[src/rtl/tba_pkg.sv]
// Shared types and constants of the three-axis block averager.
// No dependencies; every other file of the block refers to this package.
package tba_pkg;

  localparam int SAMPLE_W     = 16;  // sample, offset and level width
  localparam int AVG_LOG2_DEF = 6;   // default block length, log2
  localparam int CFG_IDX_W    = 2;

  // register indexes
  localparam logic [CFG_IDX_W-1:0] REG_X_OFFSET = 2'd0;
  localparam logic [CFG_IDX_W-1:0] REG_Y_OFFSET = 2'd1;
  localparam logic [CFG_IDX_W-1:0] REG_Z_OFFSET = 2'd2;

  // controller to datapath
  typedef struct packed {
    logic load_sample;  // word accepted: accumulate and count
    logic block_end;    // block complete: shift sums into averages
    logic div_start;    // load divider lanes from the sums
    logic div_step;     // one quotient bit per lane
    logic div_finish;   // sign-correct quotients into averages
    logic write_out;    // load the output register
  } ctrl_cmd_t;

  // datapath to controller
  typedef struct packed {
    logic count_full;   // block count has reached 2^AVG_LOG2
    logic settled;      // at least one full block seen
    logic out_free;     // output register empty or being emptied
  } dp_status_t;

endpackage

[src/rtl/tba_if.sv]
// Valid/ready channels of the averager: sample words in, level words out.
// Depends on tba_pkg for the field width.
interface tba_sample_if;
  logic valid;
  logic ready;
  logic signed [tba_pkg::SAMPLE_W-1:0] sample_x;
  logic signed [tba_pkg::SAMPLE_W-1:0] sample_y;
  logic signed [tba_pkg::SAMPLE_W-1:0] sample_z;
  modport source (output valid, output sample_x, output sample_y, output sample_z,
                  input ready);
  modport sink   (input valid, input sample_x, input sample_y, input sample_z,
                  output ready);
endinterface

interface tba_level_if;
  logic valid;
  logic ready;
  logic signed [tba_pkg::SAMPLE_W-1:0] level_x;
  logic signed [tba_pkg::SAMPLE_W-1:0] level_y;
  logic signed [tba_pkg::SAMPLE_W-1:0] level_z;
  logic                                settled;
  modport source (output valid, output level_x, output level_y, output level_z,
                  output settled, input ready);
  modport sink   (input valid, input level_x, input level_y, input level_z,
                  input settled, output ready);
endinterface

[src/rtl/tba_ctrl.sv]
// Sequencing FSM of the averager: accept, decide, divide, write out.
// Depends on tba_pkg for the command and status structs.
module tba_ctrl #(
  parameter int AVG_LOG2 = tba_pkg::AVG_LOG2_DEF
) (
  input  logic                   clk,
  input  logic                   rst,
  input  logic                   in_valid,
  output logic                   in_ready,
  input  tba_pkg::dp_status_t    status,
  output tba_pkg::ctrl_cmd_t     cmd
);

  localparam int SUM_W  = tba_pkg::SAMPLE_W + AVG_LOG2 + 1;
  localparam int STEP_W = $clog2(SUM_W);

  typedef enum logic [4:0] {
    S_IDLE   = 5'b00001,
    S_DECIDE = 5'b00010,
    S_DIV    = 5'b00100,
    S_FINISH = 5'b01000,
    S_WRITE  = 5'b10000
  } state_t;

  state_t              state, state_next;
  logic [STEP_W-1:0]   step;
  logic                step_last;

  assign step_last = (step == STEP_W'(SUM_W - 1));
  assign in_ready  = (state == S_IDLE);

  always_comb begin
    state_next = state;
    cmd        = '0;
    unique case (state)
      S_IDLE: begin
        if (in_valid) begin
          cmd.load_sample = 1'b1;
          state_next      = S_DECIDE;
        end
      end
      S_DECIDE: begin
        priority if (status.count_full) begin
          cmd.block_end = 1'b1;
          state_next    = S_WRITE;
        end else if (!status.settled) begin
          cmd.div_start = 1'b1;
          state_next    = S_DIV;
        end else begin
          state_next    = S_WRITE;
        end
      end
      S_DIV: begin
        cmd.div_step = 1'b1;
        if (step_last) state_next = S_FINISH;
      end
      S_FINISH: begin
        cmd.div_finish = 1'b1;
        state_next     = S_WRITE;
      end
      S_WRITE: begin
        if (status.out_free) begin
          cmd.write_out = 1'b1;
          state_next    = S_IDLE;
        end
      end
      default: state_next = S_IDLE;
    endcase
  end

  always_ff @(posedge clk) begin
    if (rst) begin
      state <= S_IDLE;
      step  <= '0;
    end else begin
      state <= state_next;
      if (state == S_DIV) step <= step + 1'b1;
      else                step <= '0;
    end
  end

endmodule

[src/rtl/tba_datapath.sv]
// Accumulators, bit-serial divider lanes, held averages, offsets and
// the output register of the averager. Depends on tba_pkg.
module tba_datapath #(
  parameter int AVG_LOG2 = tba_pkg::AVG_LOG2_DEF
) (
  input  logic                                clk,
  input  logic                                rst,
  input  logic                                cfg_we,
  input  logic [tba_pkg::CFG_IDX_W-1:0]       cfg_idx,
  input  logic [tba_pkg::SAMPLE_W-1:0]        cfg_data,
  input  logic signed [tba_pkg::SAMPLE_W-1:0] sample_x,
  input  logic signed [tba_pkg::SAMPLE_W-1:0] sample_y,
  input  logic signed [tba_pkg::SAMPLE_W-1:0] sample_z,
  input  tba_pkg::ctrl_cmd_t                  cmd,
  output tba_pkg::dp_status_t                 status,
  input  logic                                out_ready,
  output logic                                out_valid,
  output logic signed [tba_pkg::SAMPLE_W-1:0] level_x,
  output logic signed [tba_pkg::SAMPLE_W-1:0] level_y,
  output logic signed [tba_pkg::SAMPLE_W-1:0] level_z,
  output logic                                settled
);

  localparam int W     = tba_pkg::SAMPLE_W;
  localparam int SUM_W = W + AVG_LOG2 + 1;
  localparam int CNT_W = AVG_LOG2 + 1;

  logic signed [W-1:0]     sample [3];
  logic signed [SUM_W-1:0] sum    [3];
  logic signed [W-1:0]     avg    [3];
  logic [W-1:0]            offset [3];
  logic [W-1:0]            level  [3];
  logic [SUM_W-1:0]        quo    [3];
  logic [CNT_W-1:0]        rem    [3];
  logic                    neg    [3];
  logic [CNT_W:0]          trial  [3];
  logic [CNT_W-1:0]        count;
  logic                    done;

  assign sample[0] = sample_x;
  assign sample[1] = sample_y;
  assign sample[2] = sample_z;

  assign status.count_full = count[AVG_LOG2];
  assign status.settled    = done;
  assign status.out_free   = !out_valid || out_ready;

  // offset registers
  always_ff @(posedge clk) begin
    if (rst) begin
      for (int i = 0; i < 3; i++) offset[i] <= '0;
    end else if (cfg_we) begin
      unique case (cfg_idx)
        tba_pkg::REG_X_OFFSET: offset[0] <= cfg_data;
        tba_pkg::REG_Y_OFFSET: offset[1] <= cfg_data;
        tba_pkg::REG_Z_OFFSET: offset[2] <= cfg_data;
        default: ;  // no register there
      endcase
    end
  end

  // block count and settled flag
  always_ff @(posedge clk) begin
    if (rst) begin
      count <= '0;
      done  <= 1'b0;
    end else if (cmd.load_sample) begin
      count <= count + 1'b1;
    end else if (cmd.block_end) begin
      count <= '0;
      done  <= 1'b1;
    end
  end

  // per-axis lanes: accumulate, then restoring division by the count
  always_comb begin
    for (int i = 0; i < 3; i++) begin
      trial[i] = {rem[i], quo[i][SUM_W-1]};
    end
  end

  always_ff @(posedge clk) begin
    if (rst) begin
      for (int i = 0; i < 3; i++) begin
        sum[i] <= '0;
        avg[i] <= '0;
      end
    end else begin
      for (int i = 0; i < 3; i++) begin
        if (cmd.load_sample) begin
          sum[i] <= sum[i] + {{(SUM_W-W){sample[i][W-1]}}, sample[i]};
        end else if (cmd.block_end) begin
          avg[i] <= sum[i][AVG_LOG2+W-1:AVG_LOG2];  // floor shift
          sum[i] <= '0;
        end else if (cmd.div_finish) begin
          avg[i] <= neg[i] ? W'(~quo[i][W-1:0] + 1'b1) : quo[i][W-1:0];
        end
      end
    end
  end

  always_ff @(posedge clk) begin
    for (int i = 0; i < 3; i++) begin
      if (cmd.div_start) begin
        neg[i] <= sum[i][SUM_W-1];
        quo[i] <= sum[i][SUM_W-1] ? SUM_W'(~sum[i] + 1'b1) : sum[i];
        rem[i] <= '0;
      end else if (cmd.div_step) begin
        if (trial[i] >= {1'b0, count}) begin
          rem[i] <= CNT_W'(trial[i] - {1'b0, count});
          quo[i] <= {quo[i][SUM_W-2:0], 1'b1};
        end else begin
          rem[i] <= trial[i][CNT_W-1:0];
          quo[i] <= {quo[i][SUM_W-2:0], 1'b0};
        end
      end
    end
  end

  // output register
  always_ff @(posedge clk) begin
    if (rst) begin
      out_valid <= 1'b0;
    end else if (cmd.write_out) begin
      out_valid <= 1'b1;
    end else if (out_ready) begin
      out_valid <= 1'b0;
    end
  end

  always_ff @(posedge clk) begin
    if (cmd.write_out) begin
      for (int i = 0; i < 3; i++) level[i] <= avg[i] - offset[i];
      settled <= done;
    end
  end

  assign level_x = level[0];
  assign level_y = level[1];
  assign level_z = level[2];

endmodule

[src/rtl/three_axis_block_averager.sv]
// Top level of the three-axis block averager: controller plus datapath.
// Depends on tba_pkg, tba_if, tba_ctrl and tba_datapath.
//
// Each accepted sample word adds x, y and z into accumulators of
// 16 + AVG_LOG2 + 1 bits (23 at the default) and bumps the block count.
// When 2^AVG_LOG2 samples are in, the held averages become the sums
// shifted right by AVG_LOG2 (floor), the sums and count clear and
// settled goes high. Before the first full block each word updates the
// averages to the running mean, sum / count truncated toward zero.
// Every sample gives one level word: average minus offset, wrapped to
// 16 bits, plus the settled flag. Steps per word once settled: accept,
// decide, write. Before that, the running mean goes through three
// restoring divider lanes in parallel, one quotient bit per cycle, then
// a finish step sign-corrects the quotients. One word is in flight at
// a time; a finished level word sits in the output register and the
// next sample is taken while it waits. Offsets are written through
// cfg_we/cfg_idx/cfg_data (index 0 x, 1 y, 2 z, others ignored); the
// user must write them only while the block is idle (not enforced).
module three_axis_block_averager #(
  parameter int AVG_LOG2 = tba_pkg::AVG_LOG2_DEF  // 1 .. 10
) (
  input  logic                          clk,
  input  logic                          rst,
  input  logic                          cfg_we,
  input  logic [tba_pkg::CFG_IDX_W-1:0] cfg_idx,
  input  logic [tba_pkg::SAMPLE_W-1:0]  cfg_data,
  tba_sample_if.sink                    samples,
  tba_level_if.source                   levels
);

  tba_pkg::ctrl_cmd_t  cmd;
  tba_pkg::dp_status_t status;

  // sequencing: one word at a time through decide / divide / write
  tba_ctrl #(
    .AVG_LOG2 (AVG_LOG2)
  ) u_ctrl (
    .clk      (clk),
    .rst      (rst),
    .in_valid (samples.valid),
    .in_ready (samples.ready),
    .status   (status),
    .cmd      (cmd)
  );

  // arithmetic, offset registers and output register
  tba_datapath #(
    .AVG_LOG2 (AVG_LOG2)
  ) u_datapath (
    .clk       (clk),
    .rst       (rst),
    .cfg_we    (cfg_we),
    .cfg_idx   (cfg_idx),
    .cfg_data  (cfg_data),
    .sample_x  (samples.sample_x),
    .sample_y  (samples.sample_y),
    .sample_z  (samples.sample_z),
    .cmd       (cmd),
    .status    (status),
    .out_ready (levels.ready),
    .out_valid (levels.valid),
    .level_x   (levels.level_x),
    .level_y   (levels.level_y),
    .level_z   (levels.level_z),
    .settled   (levels.settled)
  );

endmodule

[src/flat_wrapper.sv]
// flat-port wrapper written by rule: the top's interface ports become plain ports
module three_axis_block_averager_flat 
#(
  parameter int AVG_LOG2 = tba_pkg::AVG_LOG2_DEF            
)
  (clk, rst, cfg_we, cfg_idx, cfg_data, samples_valid, samples_sample_x, samples_sample_y, samples_sample_z, samples_ready, levels_valid, levels_level_x, levels_level_y, levels_level_z, levels_settled, levels_ready);
  tba_sample_if samples_i ();
  tba_level_if levels_i ();
  input  logic clk;
  input  logic rst;
  input  logic cfg_we;
  input  logic [tba_pkg::CFG_IDX_W-1:0] cfg_idx;
  input  logic [tba_pkg::SAMPLE_W-1:0] cfg_data;
  input wire logic [$bits(samples_i.valid)-1:0] samples_valid;
  input wire logic [$bits(samples_i.sample_x)-1:0] samples_sample_x;
  input wire logic [$bits(samples_i.sample_y)-1:0] samples_sample_y;
  input wire logic [$bits(samples_i.sample_z)-1:0] samples_sample_z;
  output wire logic [$bits(samples_i.ready)-1:0] samples_ready;
  output wire logic [$bits(levels_i.valid)-1:0] levels_valid;
  output wire logic [$bits(levels_i.level_x)-1:0] levels_level_x;
  output wire logic [$bits(levels_i.level_y)-1:0] levels_level_y;
  output wire logic [$bits(levels_i.level_z)-1:0] levels_level_z;
  output wire logic [$bits(levels_i.settled)-1:0] levels_settled;
  input wire logic [$bits(levels_i.ready)-1:0] levels_ready;
  assign samples_i.valid = samples_valid;
  assign samples_i.sample_x = samples_sample_x;
  assign samples_i.sample_y = samples_sample_y;
  assign samples_i.sample_z = samples_sample_z;
  assign samples_ready = samples_i.ready;
  assign levels_valid = levels_i.valid;
  assign levels_level_x = levels_i.level_x;
  assign levels_level_y = levels_i.level_y;
  assign levels_level_z = levels_i.level_z;
  assign levels_settled = levels_i.settled;
  assign levels_i.ready = levels_ready;
  three_axis_block_averager #(.AVG_LOG2(AVG_LOG2)) u_core (.clk(clk), .rst(rst), .cfg_we(cfg_we), .cfg_idx(cfg_idx), .cfg_data(cfg_data), .samples(samples_i), .levels(levels_i));
endmodule
[config.mk]
export PLATFORM = sky130hd
export DESIGN_NAME = three_axis_block_averager_flat
export DESIGN_NICKNAME = d
export VERILOG_FILES = /design/src/rtl/tba_pkg.sv /design/src/rtl/tba_if.sv /design/src/rtl/tba_ctrl.sv /design/src/rtl/tba_datapath.sv /design/src/rtl/three_axis_block_averager.sv /design/src/flat_wrapper.sv
export SDC_FILE = /design/constraint.sdc
export NUM_CORES = 1
export LEC_CHECK = 0
export BUFFER_PORTS_ARGS = -buffer_cell sky130_fd_sc_hd__buf_2
export CAP_MARGIN = 20
export CORE_ASPECT_RATIO = 2
export CORE_MARGIN = 3
export CORE_UTILIZATION = 62
export CTS_CLUSTER_SIZE = 30
export DETAILED_ROUTE_END_ITERATION = 8
export HOLD_SLACK_MARGIN = 0.15
export PLACE_DENSITY = 0.81
export SYNTH_ARGS = -nofsm -noshare
export SYNTH_HDL_FRONTEND = slang
export SYNTH_SLANG_ARGS = --single-unit
[constraint.sdc]
create_clock -name clk -period 4.9 [get_ports clk]
set_clock_uncertainty 0.15 [all_clocks]
set_input_delay 0.245 -clock clk [delete_from_list [all_inputs] [get_ports clk]]
set_output_delay 0.245 -clock clk [all_outputs]
set_load 0.02 [all_outputs]
# Word level (Yosys, flattened, before mapping)
# Memory sizes are Yosys's and may differ from the RTL's.
# Cells that the tools add are included.
# classes
eq_ne	11
magnitude_cmp	3
reduce_logical	8
div	0
shifts	0
n_mux	107
n_bitwise	35
n_mul	0
addsub	17
# op_table
op	n
2-to-1 mux 23 bit	15
2-to-1 mux 16 bit	12
adder 23 x 1 -> 23 bit, second input constant	3
adder 23 bit	3
inverter 23 bit	3
2-to-1 mux 1 bit	65
2-to-1 mux 7 bit	8
adder 16 x 1 -> 16 bit, second input constant	3
inverter 16 bit	3
subtractor 16 bit	3
bitwise OR 1 bit	27
2-to-1 mux 5 bit	5
case mux 5 bit (5 select lines)	1
greater-or-equal comparator 8 x 7 -> 1 bit	3
subtractor 7 bit	3
equality test 5 bit, second input constant	2
adder 7 x 1 -> 7 bit, second input constant	1
adder 5 x 1 -> 5 bit, second input constant	1
equality test 5 x 1 -> 1 bit, second input constant	1
equality test 5 x 2 -> 1 bit, second input constant	1
equality test 5 x 3 -> 1 bit, second input constant	1
equality test 5 x 4 -> 1 bit, second input constant	1
inequality test 2 bit, second input constant	2
nonzero test 2 bit	2
11 further kinds	12
# totals
romBits	0
wordCells	194
mem_bits_rw	306
reg_bits	20
latch_bits	0
memories	7
# mem_list
memory	depth	width	rd	rd_clocked_by_memory_dff	write_ports	line	source
u_core.u_datapath.quo	3	23	3	0	3	tba_datapath.sv:33	logic [SUM_W-1:0] quo [3];
u_core.u_datapath.sum	3	23	3	0	3	tba_datapath.sv:29	logic signed [SUM_W-1:0] sum [3];
u_core.u_datapath.avg	3	16	3	0	3	tba_datapath.sv:30	logic signed [W-1:0] avg [3];
u_core.u_datapath.level	3	16	3	0	3	tba_datapath.sv:32	logic [W-1:0] level [3];
u_core.u_datapath.offset	3	16	3	0	3	tba_datapath.sv:31	logic [W-1:0] offset [3];
u_core.u_datapath.rem	3	7	3	0	3	tba_datapath.sv:34	logic [CNT_W-1:0] rem [3];
1 more memories	-	-	-	-	-	-	

# Depth between registers and ports, before layout
# logic_depth
word_depth	9
mapped_depth	12

# Hierarchy
# Synthesis repeated with hierarchy kept, for this count alone.
# hier_totals
hier_cells	2056
hier_area_um2	20470.9
# modules_own_cells
module	cells_each	seq_area_each_um2	n_inst	area_per_inst_um2
tba_datapath	2003	9168.8	1	19989.2
tba_ctrl	53	200.2	1	481.7

# Worst setup path after synthesis
# OpenSTA, ideal clock, no wires.
# synth_timing
path_type	register to register
from	register u_core.u_ctrl.state[2]
to	memory u_core.u_datapath.quo[0][0] in the netlist's numbering (enable)
stages_incl_launch_ff	6
setup_time_ps	464
setup_slack_ps	1008
n_path_buf	1
arrival_time_ps	3278
cell_sequence	dfxtp_1 -> clkbuf_1 -> nor2_1 -> nand3_1 -> nor3_1 -> nand2b_1
# synth_rtl
item	line	source
from (decl)	tba_ctrl.sv:25	state_t state, state_next;
from (signal assigned)	tba_ctrl.sv:76	state <= state_next;
to (decl)	tba_datapath.sv:33	

==> results_dict.tcl <==
set metrics [dict create \
    synth.area.mux_share_pct 0.824 \
    fp.dieW_um 136 \
    path_cells "nor3_1, inv_1, or2_2, inv_1, and2_1, buf_4, nor2_1, nand3_1, buf_4, nand3_1" \
    cts-root-buf "clkbuf_16" \
    timing.final.crit_share_pct 76.9 \
    postRouteAntennaNets 0 \
    reg2reg_from "u_core.u_ctrl.state[1]$_SDFFE_PP0P_" \
    totalWireLength_um 52100 \
    ios 122 \
    setup_viol 0 \
    cts_tree "built" \
    critPathKind "reg -> reg" \
    max-vdd-ir-drop_v 0.000339 \
    status "finished clean" \
    end_kind "register" \
    synth_seq_area_share_pct 45.0 \
    routedWlPerCell_um 19.1 \
    yosys.area_share.adder_pct 9.35 \
    holdCritPathClass "in -> reg" \
    multi_input_area_sq_um 10800 \
    vias 16800 \
    syn-instance-count 2123 \
    globalRouteOverflowTotal 0 \
    final_common_cell "edfxtp_1" \
    nFillCells 2519 \
    ctsHtreeMaxLevel 1 \
    synth_top_family_by_area "compound AO/OA/AOI/OAI gates" \
    synth_flop_cell "edfxtp_1" \
    worst_setup_path_start_kind "register" \
    fmax_ghz 0.265 \
    antenna_found_initial 1 \
    pwr_density_cell_nw_per_um2 449 \
    syn-mean-instance-area_sq_um 9.80 \
    critPathLaunch "u_core.u_ctrl.state[1]$_SDFFE_PP0P_" \
    yosys.cell_types.count 71 \
    die_y_um 265 \
    ys_warn_count 0 \
    fin_crit_ns 3.77 \
    r2r-end "u_core.u_datapath.avg[2][8]$_DFFE_PP_" \
    cts_buffers 29 \
    grt_pass1_wl_um 83100 \
    grt_pass1_vias 16700 \
    synth_xor_area_share_pct 8.25 \
    place_inst 2630 \
    synth_compound_area_share_pct 17.3 \
    crit_required_ns 4.87 \
    dpl.hpwl_um 38700 \
    dr.pass1.iters 5 \
    drv_slew 0 \
    holdWs_ns 0.170 \
    worst_pin_slew_ns 0.975 \
    viasPerCell 6.15 \
    start_util_pct 62.9 \
    drive_gt1_share_pct 9.56 \
    rsz0062_at_grt "false" \
    insertion_delay_ns 0.57 \
    worstPathMaxFanout 50 \
    synth.cell_area_sq_um 20800 \
    route.detailed.drc 0 \
    synth_simple_gate_area_share_pct 15.8 \
    layout_common_cells "284 x edfxtp_1, 230 x nand2_1, 212 x o21ai_0" \
    core_sq_um 33000 \
    area_delta_synth_final_pct 12.4 \
    synth_nets 2344 \
    cap_viol_max_count 0 \
    r2r_slack_ns 1.13 \
    endpoint "u_core.u_datapath.avg[2][8]$_DFFE_PP_" \
    port-buffer-count 121 \
    cts_num_sinks 326 \
    grt_max_degree 75 \
    arrival_ns 3.74 \
    slew_headroom_pct 34.7 \
    layoutNonFillerInstCount 2734 \
    clockBufferDepth 3 \
    power_leakage_nw 9.36 \
    final-hold-violation-count 0 \
    num-nets-final 2500 \
    cts_resized 0 \
    max_stage_delay_ns 0.59 \
    synth-async-reset-ratio_pct 0 \
    slowest_stage "nand3_1" \
    gp_congestion 0.938 \
    drt_iter0_markers 1197 \
    synth-edff-count 284 \
    fin_tns_setup_ns 0 \
    grtUsageTotal_pct 28.6 \
    clk_pin_slew_ns 0.07 \
    postCtsSetupBuffers 0 \
    ys_ff_latch 326 \
    rows 94 \
    fp.dieArea_sq_um 35900 \
    ff_latch_area_sq_um 9370 \
    reg2reg_depth 10 \
]
[worst min path at each step]
stage	from	to	cells after the start
2_1_floorplan	samples_valid	u_core.u_ctrl.state[0]$_SDFFE_PP1P_	1
3_3_place_gp	u_core.u_ctrl.step[0]$_SDFF_PP0_	u_core.u_ctrl.step[0]$_SDFF_PP0_	1
3_5_place_dp	u_core.u_ctrl.step[0]$_SDFF_PP0_	u_core.u_ctrl.step[0]$_SDFF_PP0_	1
4_1_cts	samples_sample_y[12]	u_core.u_datapath.sum[1][12]$_SDFFCE_PP0P_	4
5_1_grt	samples_sample_x[13]	u_core.u_datapath.sum[0][13]$_SDFFCE_PP0P_	4
6_report	samples_sample_z[10]	u_core.u_datapath.sum[2][10]$_SDFFE_PP0P_	5
[cells by family (layout without fill, tap and decap cells)]
kind of cell    Yosys count  after routing
simple gates            676            676
compound gates          571            571
flops                   326            326
xor+xnor                196            196
buf+inv                 187            365
fa+ha+maj               150            150
mux                      17             17
other cells               0              1
[through the flow]
step	utilization [%]	total power [mW]	cell area, sq um	worst slack, ns
finish	70.7	10.5	23400	1.13
floorplan	-	7.02	20800	1.01
detailed placement	66.2	8.04	21900	1.16
global placement	66.2	7.88	21900	1.29
global route	70.7	11.1	23400	0.866
CTS	70.6	10.5	23300	1.14
[area by class of cell]
| class | instances | area share (%) |
|---|---|---|
| Multi-Input combinational cell | 1610 | 46.1 |
| Inverter | 123 | 1.98 |
| Timing Repair Buffer | 189 | 5.38 |
| Sequential cell | 326 | 40.1 |
| Clock buffer | 31 | 3.14 |
| Clock inverter | 22 | 1.03 |
| Antenna cell | 1 | 0.0107 |
| Tap cell | 432 | 2.31 |
[routing by layer]
layer  vias to the layer above  GRT usage, %  part of all wire (%)
li1                       8079             -                     -
met1                      8051          32.8                    37
met3                       143          2.69                   4.7
met4                         0          12.8                   4.7
met2                       546          53.0                    53
met5                         -             0                     0
[report_power, final]
| part | switching [mW] | internal [mW] | leakage (nW) | total (mW) |
|---|---|---|---|---|
| registers | 0.604 | 3.65 | 3.10 | 4.25 |
| clock network | 1.07 | 1.31 | 0.463 | 2.38 |
| logic | 2.24 | 1.62 | 5.81 | 3.86 |
| total | 3.91 | 6.58 | 9.36 | 10.5 |
[flip-flops by register name, indices dropped and copies added, names as in the netlist, 3 cells and up]
| signal | flops |
|---|---|
| u_core.u_datapath.quo | 69 |
| u_core.u_datapath.offset | 48 |
| u_core.u_datapath.count | 7 |
| u_core.u_datapath.level | 48 |
| u_core.u_datapath.sum | 69 |
| u_core.u_datapath.neg | 3 |
| u_core.u_ctrl.state | 5 |
| u_core.u_ctrl.step | 5 |
| u_core.u_datapath.avg | 48 |
| u_core.u_datapath.rem | 21 |
[synth_stat cells, types with 10 or more instances]
cell,number,area share (%)
a211oi_1,18,0.65
a21boi_0,11,0.40
a21o_1,47,1.7
a21oi_1,109,2.6
and2_1,23,0.69
and3_1,19,0.57
clkbuf_1,58,1.0
dfxtp_1,42,4.0
edfxtp_1,284,41
ha_1,141,8.5
inv_1,123,2.2
mux2i_1,16,0.77
nand2_1,231,4.2
nand2b_1,24,0.72
nand3_1,47,1.1
nand4_1,13,0.39
nor2_1,132,2.4
nor2b_1,34,1.0
nor3_1,58,1.4
nor3b_1,11,0.40
o21a_1,17,0.61
o21ai_0,212,5.1
o21bai_1,10,0.36
o2bb2ai_1,13,0.55
o31ai_1,33,1.2
o41ai_1,11,0.46
or3_1,29,0.87
xnor2_1,81,3.4
xor2_1,115,4.8
[worst max-delay path, delay by kind of cell, from the launching register on]
kind | cells | cell delay, ns
DFF | 1 | 0.37
and+or+nand+nor | 6 | 1.97
buffers and inverters | 4 | 0.82
[timing repair]
action,in CTS,in global routing
hold buffers,49,0
endpoints found under the setup margin,0,0
endpoints found under the hold margin,129,0
No activity file was read; power rests on OpenSTA's default activity.
